===== config.mk =====
export PLATFORM = sky130hd
export DESIGN_NAME = jih_ctrl
export DESIGN_NICKNAME = d
export VERILOG_FILES = /design/src/hw/rtl/jih_pkg.sv /design/src/hw/rtl/jih_ctrl.sv
export SDC_FILE = /design/constraint.sdc
export NUM_CORES = 1
export LEC_CHECK = 0
export ABC_AREA = 1
export ABC_CLOCK_PERIOD_IN_PS = 3300
export BUFFER_PORTS_ARGS = -buffer_cell sky130_fd_sc_hd__buf_4
export CORE_AREA = 5 5 42 44
export DETAILED_ROUTE_END_ITERATION = 10
export DIE_AREA = 0 0 47 49
export PLACE_DENSITY_LB_ADDON = 0.2
export SYNTH_ARGS = -nofsm -noshare
export SYNTH_HDL_FRONTEND = slang
export SYNTH_SLANG_ARGS = --single-unit

===== constraint.sdc =====
create_clock -name aclk -period 3.3 [get_ports aclk]
set_input_delay 0.165 -clock aclk [delete_from_list [all_inputs] [get_ports aclk]]
set_output_delay 0.165 -clock aclk [all_outputs]
set_load 0.02 [all_outputs]

===== src/hw/rtl/jih_pkg.sv =====
// Shared types and constants of the jet image histogrammer.
// Holds operation codes, field widths, the image-to-class table and the
// command and status structs between controller and datapath. No dependencies.
package jih_pkg;

    // Operation codes carried on s_tuser.
    localparam logic [1:0] OP_ADD   = 2'd0;
    localparam logic [1:0] OP_READ  = 2'd1;
    localparam logic [1:0] OP_CLEAR = 2'd2;

    // Field widths fixed by the stream format.
    localparam int OP_W       = 2;
    localparam int OFS_W      = 16;
    localparam int MOM_W      = 16;
    localparam int CHG_W      = 2;
    localparam int CODE_W     = 16;
    localparam int PIXEL_IN_W = 11;
    localparam int SEL_W      = 3;
    localparam int OUT_SUM_W  = 26;
    localparam int OUT_CNT_W  = 12;
    localparam int S_TDATA_W  = 88;
    localparam int M_TDATA_W  = 40;

    // Saturation limits of the result fields.
    localparam longint OUT_SUM_MAX = (64'd1 << OUT_SUM_W) - 1;
    localparam longint OUT_CNT_MAX = (64'd1 << OUT_CNT_W) - 1;

    // Base classes, one memory bank each.
    localparam int CLASSES    = 5;
    localparam int CLS_ELEC   = 0;
    localparam int CLS_MUON   = 1;
    localparam int CLS_CHAD   = 2;
    localparam int CLS_PHOTON = 3;
    localparam int CLS_NHAD   = 4;

    // Particle codes that mark leptons.
    localparam logic signed [CODE_W-1:0] CODE_ELECTRON = 16'sd11;
    localparam logic signed [CODE_W-1:0] CODE_MUON     = 16'sd13;

    // Base classes that make up each selectable image (bit c is class c).
    localparam logic [CLASSES-1:0] IMAGE_CLASSES [8] = '{
        5'h07, 5'h18, 5'h03, 5'h01, 5'h02, 5'h08, 5'h04, 5'h10
    };

    // Commands from the controller to the datapath.
    typedef struct packed {
        logic load_in;
        logic calc;
        logic addr;
        logic mem_rd;
        logic upd_wr;
        logic clr_step;
        logic sum;
        logic load_out;
    } jih_cmd_t;

    // Status from the datapath to the controller.
    typedef struct packed {
        logic op_is_add;
        logic in_window;
        logic clr_last;
    } jih_status_t;

endpackage


===== src/hw/rtl/jih_ctrl.sv =====
// Controller state machine of the jet image histogrammer.
// Sequences add, read and clear items and drives the handshakes.
// Depends on jih_pkg.
module jih_ctrl (
    input  logic                 aclk,
    input  logic                 aresetn,
    input  logic                 s_tvalid,
    output logic                 s_tready,
    input  logic [1:0]           in_op,
    output logic                 m_tvalid,
    input  logic                 m_tready,
    output jih_pkg::jih_cmd_t    cmd,
    input  jih_pkg::jih_status_t status
);
    import jih_pkg::*;

    localparam logic [2:0] ST_CLEAR  = 3'd0;
    localparam logic [2:0] ST_IDLE   = 3'd1;
    localparam logic [2:0] ST_CALC   = 3'd2;
    localparam logic [2:0] ST_ADDR   = 3'd3;
    localparam logic [2:0] ST_READ   = 3'd4;
    localparam logic [2:0] ST_UPDATE = 3'd5;
    localparam logic [2:0] ST_SUM    = 3'd6;
    localparam logic [2:0] ST_DONE   = 3'd7;

    logic [2:0] state_reg, state_next;
    logic       item_clr_reg, item_clr_next;
    logic       out_valid_reg, out_valid_next;

    // Next state and commands.
    always_comb begin
        state_next    = state_reg;
        item_clr_next = item_clr_reg;
        cmd           = '0;
        s_tready      = 1'b0;
        case (state_reg)
            ST_CLEAR: begin
                cmd.clr_step = 1'b1;
                if (status.clr_last) begin
                    state_next    = item_clr_reg ? ST_DONE : ST_IDLE;
                    item_clr_next = 1'b0;
                end
            end
            ST_IDLE: begin
                s_tready = 1'b1;
                if (s_tvalid) begin
                    cmd.load_in = 1'b1;
                    case (in_op)
                        OP_ADD:  state_next = ST_CALC;
                        OP_READ: state_next = ST_READ;
                        OP_CLEAR: begin
                            state_next    = ST_CLEAR;
                            item_clr_next = 1'b1;
                        end
                        default: state_next = ST_DONE;
                    endcase
                end
            end
            ST_CALC: begin
                cmd.calc   = 1'b1;
                state_next = ST_ADDR;
            end
            ST_ADDR: begin
                cmd.addr   = 1'b1;
                state_next = status.in_window ? ST_READ : ST_DONE;
            end
            ST_READ: begin
                cmd.mem_rd = 1'b1;
                state_next = status.op_is_add ? ST_UPDATE : ST_SUM;
            end
            ST_UPDATE: begin
                cmd.upd_wr = 1'b1;
                state_next = ST_DONE;
            end
            ST_SUM: begin
                cmd.sum    = 1'b1;
                state_next = ST_DONE;
            end
            ST_DONE: begin
                if (!out_valid_reg || m_tready) begin
                    cmd.load_out = 1'b1;
                    state_next   = ST_IDLE;
                end
            end
            default: state_next = ST_IDLE;
        endcase
    end

    // Output word valid flag.
    always_comb begin
        out_valid_next = out_valid_reg;
        if (cmd.load_out) begin
            out_valid_next = 1'b1;
        end else if (m_tready) begin
            out_valid_next = 1'b0;
        end
    end

    // Control registers; reset starts the clearing pass.
    always_ff @(posedge aclk) begin
        if (!aresetn) begin
            state_reg     <= ST_CLEAR;
            item_clr_reg  <= 1'b0;
            out_valid_reg <= 1'b0;
        end else begin
            state_reg     <= state_next;
            item_clr_reg  <= item_clr_next;
            out_valid_reg <= out_valid_next;
        end
    end

    assign m_tvalid = out_valid_reg;

endmodule


==> run metrics, run 1 <==
startpoint types register; Util after Layout 45.6%; area grow syn2layout 30.4%; asr flop ratio synth 0%; root buf cell clkbuf_4; final hold vios 0; fin crit share 46.2%; routed length per instance 9.52 um; CTS tree yes; Lkg Pwr 0.351 nW; register area share after synthesis 20.4%; unrepaired setup endpoints after global routing false; most instantiated cells after synthesis nor2_1 (14), inv_1 (12), nand2_1 (8), nand3_1 (6), dfxtp_1 (5); Final setup viols 0; Total Die Area 2300 sq um; Syn Std Cell Area 490 sq um; max_cap viols 0; Antenna Cells 0; Synth area leader dfxtp_1; count leader, synth nor2_1; power per cell area 809 nW/um^2; final slew viol count 0; Core Region 1400 sq um; Req. time, crit path 3.13 ns; RePlAce Congestion 0.767; crit end category output port; YS warnings 0; first-pass GRT wire length 1700 um; relative slew slack 78.2%; Worst R2R Path Depth 6; die width 47 um; FILL cells 152; drt drc 0; I/O pins 19; Gate Count Post-Synth 73; dpl hpwl 861 um; Hold Crit Depth 2; drt first pass iters 4; WS Path Type reg -> out; Detail Route Antenna Nets 0; Clk Latency, worst-skew pair 0.24 ns; Worst EP arrival 1.36 ns; layout cell share with drive strength beyond 1 34.8%; routed wire length 1030 um; H-tree depth 1; initial antenna violation count 0; 1st-iter DRT viols 10; status finished, final reports clean; Sink Count 5; grt ovf 0; Avg Inst Size Synth 6.72 sq um; largest net degree at the start of global routing 11; worst-path fanout max 9; post-CTS sizing 0; Vias/cell 4.68; via count 505; hold_buf cts 0; ranking of synthesized cells by area dfxtp_1 (20%), nor2_1 (11%), inv_1 (9.2%); Final TNS setup 0 ns; Initial Util 35.0%; post-synth top area share 20.4%; Setup Fix Bufs, Post-CTS 0; Yosys cell types 24; number of cell rows 14; Clock Skew 0.00345 ns; Min-Delay Path Class in -> reg; fmax 656 MHz; Num CTS Buffers 3; nets 105; ys flop type dfxtp_1; vias in the first global route 432; FF+latch count, synth 5; clk buf depth 2; max reg flops 3; syn_nets 85; DIE HEIGHT 49 um; Slew @ Worst Pin 0.327 ns; Post-synth EDFFs 0; Max rail drop VDD 0.000366 V; Global Route Usage Sum 9.99%; Tmin final 1.52 ns; PortBufs 18; Worst-path clk slew 0.04 ns
==> cell families (layout without fill, tap and decap cells) <==
family | count (synthesis) | in the layout | synth area share [%]
simple gates | 42 | 42 | 46.2
fa+ha+maj | 3 | 3 | 7.65
compound gates | 7 | 7 | 8.67
flops | 5 | 5 | 20.4
buf+inv | 16 | 35 | 17.1
==> through the flow <==
step                instance area [sq um]  power (W)  instances  setup slack (ns)  hold slack (ns)
CTS                                   639   0.000523        108              1.76            0.170
floorplan                             490   0.000377         73              2.12            0.283
global placement                      613   0.000451        104              2.05            0.413
detailed placement                    613   0.000450        104              2.02            0.410
finish                                639   0.000517        108              1.78            0.170
global route                          639   0.000566        108              1.56            0.160
==> cells in the final DEF (no fill, tap or decap) <==
master,Yosys,layout
buf_4,1,18
nor2_1,14,14
inv_1,12,12
nand2_1,8,8
nand3_1,6,6
dfxtp_1,5,5
nor3_1,3,3
ha_1,3,3
clkbuf_4,0,3
nand2_4,2,2
nor2_4,2,2
nor2_2,2,2
nand2_2,2,2
o21ai_1,2,2
inv_4,1,1
o21a_1,1,1
nand3_2,1,1
a21o_1,1,1
nand4_1,1,1
nand4_2,1,1
a21oi_1,1,1
o21ai_0,1,1
o211ai_1,1,1
clkbuf_1,0,1
==> critical path, stage by stage, from the launching register on <==
cell and delay, ns:
dfxtp_1 0.51, nand2_1 0.18, nor2_4 0.16, inv_1 0.05, nor2_1 0.08, buf_4 0.14
==> path summary, 6_finish.rpt <==
kind / start / end / slack (ns)
worst max-delay path: state_reg[0]$_SDFFE_PN0P_ / cmd[0] / 1.78
worst min-delay path: aresetn / m_tvalid$_SDFFE_PN0P_ / 0.17
worst max register to register: state_reg[0]$_SDFFE_PN0P_ / state_reg[1]$_SDFFE_PN0P_ / 2.07
worst min register to register: item_clr_reg$_SDFFE_PN0P_ / item_clr_reg$_SDFFE_PN0P_ / 0.46
==> routing by layer <==
layer	part of all wire (%)	vias to the layer above	track usage, %
met3	11	4	5.90
met4	0.97	0	2.76
met2	46	17	13.8
met1	42	217	12.9
li1	-	267	-
met5	0	-	0
==> final cells by class <==
class / count / area (sq um) / share of cell area, %
multi-input combinational: 52 / 307 / 47.9
timing repair buffer: 18 / 135 / 21.1
sequential: 5 / 100 / 15.7
inverter: 13 / 51.3 / 8.02
clock buffer: 4 / 26.3 / 4.11
tap: 16 / 20.0 / 3.13
==> power by group <==
group | internal, W | switching (W) | leakage, nW
Clock | 0.0000457 | 0.0000246 | 0.0150
Sequential | 0.0000833 | 0.0000398 | 0.0413
Combinational | 0.000130 | 0.000194 | 0.295
Total | 0.000259 | 0.000259 | 0.351
(Power assumes the default switching activity.)
==> run 2: changes to the inputs <==
ABC_CLOCK_PERIOD_IN_PS = 1550   (was 3300)
clock period = 1.55 ns   (was 3.3 ns; I/O delays follow)
==> run 2 against run 1 <==
- hold slack got worse by 0.089 ns
- sequential power rose by 120%
- worst setup slack got worse by 1.6 ns
- non-clock buffer count unchanged
- critical path type unchanged
- largest cell class unchanged
==> run metrics, run 2 (same netlist as run 1, synthesis figures left out) <==
Tot Pwr 0.00111 W (+110%); WS Path Type reg -> out; dpl hpwl 896 um (+4.1%); Clock Skew 0.00162 ns (-0.00183 ns); via count 497 (-1.6%); Detail Route Antenna Nets 0 (unchanged); R2R Path Start state_reg[2]$_SDFFE_PN0P_; RePlAce Congestion 0.802 (+4.5%); max_cap viols 0 (unchanged); fmax 728 MHz; H-tree depth 1 (unchanged); layout cell share with drive strength beyond 1 37.0% (+2.2 points); Worst EP arrival 1.30 ns (-0.06 ns); drt first pass iters 4 (unchanged); relative slew slack 80.5% (+2.3 points); Final setup viols 0 (unchanged); final slew viol count 0 (unchanged); area of the multi-input gates 307 sq um (unchanged); cells along the critical path inv_4 > nor2_4 > inv_1 > nor2_1 > buf_4; root buf cell clkbuf_4; hold_buf cts 0 (unchanged); 1st-iter DRT viols 5 (-5); initial antenna violation count 0 (unchanged); Lkg Pwr 0.352 nW (+0.14%); Worst-path clk slew 0.04 ns (about the same); nets 105 (unchanged); Tmin final 1.37 ns; commonest non-fill, non-tap cells in the layout buf_4 (18), nor2_1 (14), inv_1 (12); vias in the first global route 408 (-5.6%); I/O pins 19 (unchanged); drt drc 0 (unchanged); hold_sp aresetn; slowest CP cell dfxtp_1; max reg flops 3 (unchanged); area grow syn2layout 30.9%; Vias/cell 4.60 (-1.6%); Register Area 103 sq um (+2.5%); Min-Delay Path Class in -> reg; Antenna Cells 0 (unchanged); final hold vios 0 (unchanged); unrepaired setup endpoints after global routing false; die width 47 um (unchanged); Final TNS setup 0 ns (unchanged); CTS tree yes; grt ovf 0 (unchanged); status finished, final reports clean; routed wire length 1080 um (+5.0%); Slew @ Worst Pin 0.293 ns (-0.0343 ns); Global Route Usage Sum 9.49% (-0.50 points); DIE HEIGHT 49 um (unchanged); fin crit share 88.6%; startpoint types register; Clk Latency, worst-skew pair 0.24 ns (about the same); first-pass GRT wire length 1610 um (-5.3%); worst-path fanout max 10 (+1); CP startpoint state_reg[2]$_SDFFE_PN0P_; crit-path max cell delay 0.48 ns (-0.03 ns); Total Die Area 2300 sq um (unchanged); clk buf depth 2 (unchanged); PortBufs 18 (unchanged); crit end category output port; Core Region 1400 sq um (unchanged); routed length per instance 9.99 um (+5.0%); Max rail drop VDD 0.000716 V (+96%); largest net degree at the start of global routing 11 (unchanged); Initial Util 35.0% (unchanged); most common cell after layout, fill and taps aside buf_4; power per cell area 1730 nW/um^2 (+110%); Sink Count 5 (unchanged); FILL cells 157 (+3.3%); number of cell rows 14 (unchanged); Num CTS Buffers 3 (unchanged); Req. time, crit path 1.47 ns (-1.66 ns)
-- run 2: path summary, 6_finish.rpt --
check / to / slack (ns) / depth (start not counted)
worst max-delay path: cmd[0] / 0.18 / 5
worst min-delay path: m_tvalid$_SDFFE_PN0P_ / 0.08 / 2
worst max register to register: state_reg[2]$_SDFFE_PN0P_ / 0.38 / 7
worst min register to register: item_clr_reg$_SDFFE_PN0P_ / 0.47 / 2
-- run 2: area by class of cell --
type | instances | share of cell area [%]
inverter | 13 | 7.99
clock buffer | 4 | 4.09
multi-input combinational | 52 | 47.8
sequential | 5 | 16.0
timing repair buffer | 18 | 21.1
tap | 16 | 3.12
-- run 2: per-stage QoR --
stage	setup WS, ns	area, sq um	hold WS [ns]	util [%]	cells
final	0.177	642	0.0811	45.8	108
after global routing	0.0546	642	0.0889	45.8	108
after CTS	0.0632	639	0.0773	45.6	108
after detailed placement	0.297	613	0.327	43.8	104
after global placement	0.328	613	0.322	43.8	104
after floorplan	0.405	490	0.195	-	73
-- run 2: timing repair --
action,CTS,global route
resized for setup,0,2
buffers inserted,0,0
setup endpoints to repair,0,1
-- run 2: routing by layer --
layer	up-vias	GRT usage, %	wire length, um
met2	18	13.3	511
met1	211	12.7	483
met3	0	5.54	84
met4	0	1.38	0
met5	-	0	0
li1	268	-	-
-- run 2: worst max-delay path, delay by kind of cell, from the launching register on --
family / cells / cell delay (ns)
DFF: 1 / 0.48
buffers and inverters: 3 / 0.32
and+or+nand+nor: 2 / 0.24
-- run 2: power by group --
group	total, W	leakage [nW]	switching, W	internal, W
logic	0.000690	0.295	0.000413	0.000277
clock network	0.000149	0.0150	0.0000519	0.0000972
registers	0.000272	0.0418	0.0000902	0.000182
total	0.00111	0.352	0.000555	0.000556
==> run 3: changes to the inputs <==
BUFFER_PORTS_ARGS = -buffer_cell sky130_fd_sc_hd__clkbuf_2   (was -buffer_cell sky130_fd_sc_hd__buf_4)
SKIP_CTS_REPAIR_TIMING = 1   (was unset)
==> run 3 against run 2 <==
- final cell count stayed put
- sequential cell count is the same
- worst setup slack better by 0.018 ns
- hold slack better by 0.0076 ns
- wire length down 1.5%
- clock power is 3% higher
- clock skew down 0.0013 ns
- global-route usage grew 1.1 points
- largest power group unchanged
- highest routed layer is now met4
==> run metrics, run 3 (same netlist as run 1, synthesis figures left out) <==
Hold Path Sink state_reg[0]$_SDFFE_PN0P_; Antenna Cells 0 (unchanged); Register Area 104 sq um (+1.2%); PortBufs 18 (unchanged); Worst R2R Path Depth 6 (-1); Global Route Usage Sum 10.6% (+1.1 points); worst hold slack 0.0887 ns (+0.00764 ns); vias in the first global route 414 (+1.5%); root buf cell clkbuf_4; largest net degree at the start of global routing 11 (unchanged); dpl hpwl 867 um (-3.2%); DIE HEIGHT 49 um (unchanged); commonest non-fill, non-tap cells in the layout clkbuf_2 (18), nor2_1 (14), inv_1 (12); Worst-path clk slew 0.04 ns (about the same); max_cap viols 0 (unchanged); Max rail drop VDD 0.000898 V (+25%); nets 105 (unchanged); drt first pass iters 6 (+2); final slew viol count 0 (unchanged); Num CTS Buffers 3 (unchanged); 1st-iter DRT viols 13 (+8); Detail Route Antenna Nets 0 (unchanged); Min-Delay Path Class in -> reg; hold_sp aresetn; via count 491 (-1.2%); CP bufs+invs 2 (-1); Initial Util 35.0% (unchanged); Lkg Pwr 0.339 nW (-3.6%); Vias/cell 4.55 (-1.2%); Slew @ Worst Pin 0.255 ns (-0.0374 ns); slowest CP cell dfxtp_2; routed length per instance 9.84 um (-1.5%); Hold Crit Depth 3 (+1); crit-path max cell delay 0.43 ns (-0.05 ns); critical path depth 5 (unchanged); clk buf depth 2 (unchanged); Core Region 1400 sq um (unchanged); Setup WS pre-CTS 0.293 ns (-0.00352 ns); drt drc 0 (unchanged); Final TNS setup 0 ns (unchanged); final hold vios 0 (unchanged); unrepaired setup endpoints after global routing false; fmax 738 MHz (+1.4%); family with the most delay on the worst path flip-flops; RePlAce Congestion 0.787 (-1.8%); Sink Count 5 (unchanged); R2R Path Start state_reg[0]$_SDFFE_PN0P_; fin crit share 87.4% (-1.2 points); crit end category output port; initial antenna violation count 0 (unchanged); worst setup margin 0.195 ns (+0.0183 ns); area of the multi-input gates 307 sq um (unchanged); Final setup viols 0 (unchanged); power per cell area 1780 nW/um^2 (+3.1%); Clk Latency, worst-skew pair 0.24 ns (about the same); most common cell after layout, fill and taps aside clkbuf_2; I/O pins 19 (unchanged); Worst EP arrival 1.28 ns (-0.02 ns); startpoint types register; status finished, final reports clean; cells along the critical path nand2_1 > nor2_4 > inv_1 > nor2_1 > clkbuf_2; number of cell rows 14 (unchanged); Tmin final 1.36 ns (-0.0183 ns); Clock Skew 0.000270 ns (-0.00135 ns); H-tree depth 1 (unchanged); routed wire length 1060 um (-1.5%); Reg2Reg Setup Slack 0.40 ns (+0.02 ns); first-pass GRT wire length 1780 um (+10%); area grow syn2layout 21.9%; layout cell share with drive strength beyond 1 38.0% (+1.1 points); CP startpoint state_reg[0]$_SDFFE_PN0P_; max reg flops 3 (unchanged); Req. time, crit path 1.47 ns (about the same); Total Die Area 2300 sq um (unchanged); worst flop-to-flop path endpoint state_reg[1]$_SDFFE_PN0P_; FILL cells 166 (+5.7%); relative slew slack 82.8% (+2.4 points); worst-path fanout max 9 (-1); WS Path Type reg -> out; die width 47 um (unchanged); grt ovf 0 (unchanged); CTS tree yes
run 3: cell count changes in the layout (fill, tap and decap cells not counted), sizes merged:
cell / delta
buf: -18
clkbuf: +18
run 3: layout make-up:
cell class                      count  area share (%)
Sequential cell                     5            17.4
Timing Repair Buffer               18            15.1
Tap cell                           16            3.35
Inverter                           13            8.58
Clock buffer                        4            4.39
Multi-Input combinational cell     52            51.3
run 3: power breakdown:
group / switching (W) / internal, W / total, W
Combinational: 0.000409 / 0.000232 / 0.000642
Sequential: 0.0000871 / 0.000185 / 0.000272
Clock: 0.0000560 / 0.0000975 / 0.000154
run 3: routing by layer:
| metal | GRT usage (%) | routed length (um) | vias up |
|---|---|---|---|
| met5 | 0 | 0 | - |
| li1 | - | - | 267 |
| met1 | 14.5 | 488 | 205 |
| met3 | 6.64 | 99 | 2 |
| met2 | 13.8 | 469 | 17 |
| met4 | 2.76 | 5 | 0 |
run 3: worst max-delay path by stage:
stage / endpoint / slack (ns)
floorplan: item_clr_reg$_SDFFE_PN0P_ / 0.40
global placement: state_reg[1]$_SDFFE_PN0P_ / 0.23
detailed placement: state_reg[1]$_SDFFE_PN0P_ / 0.29
CTS: cmd[0] / 0.03
global route: cmd[0] / 0.02
finish: cmd[0] / 0.19
run 3: through the flow:
step / utilization, % / cell area, sq um / cells / total power, W
after floorplan: - / 490 / 73 / 0.000802
after global placement: 40.5 / 568 / 104 / 0.000916
after global routing: 42.7 / 598 / 108 / 0.00118
final: 42.7 / 598 / 108 / 0.00107
after CTS: 42.4 / 594 / 108 / 0.00108
after detailed placement: 40.5 / 568 / 104 / 0.000908
run 3: worst min-delay path, stage by stage:
cell and delay [ns]:
clkbuf_2 0.11, nand2_1 0.07, nor2_1 0.04
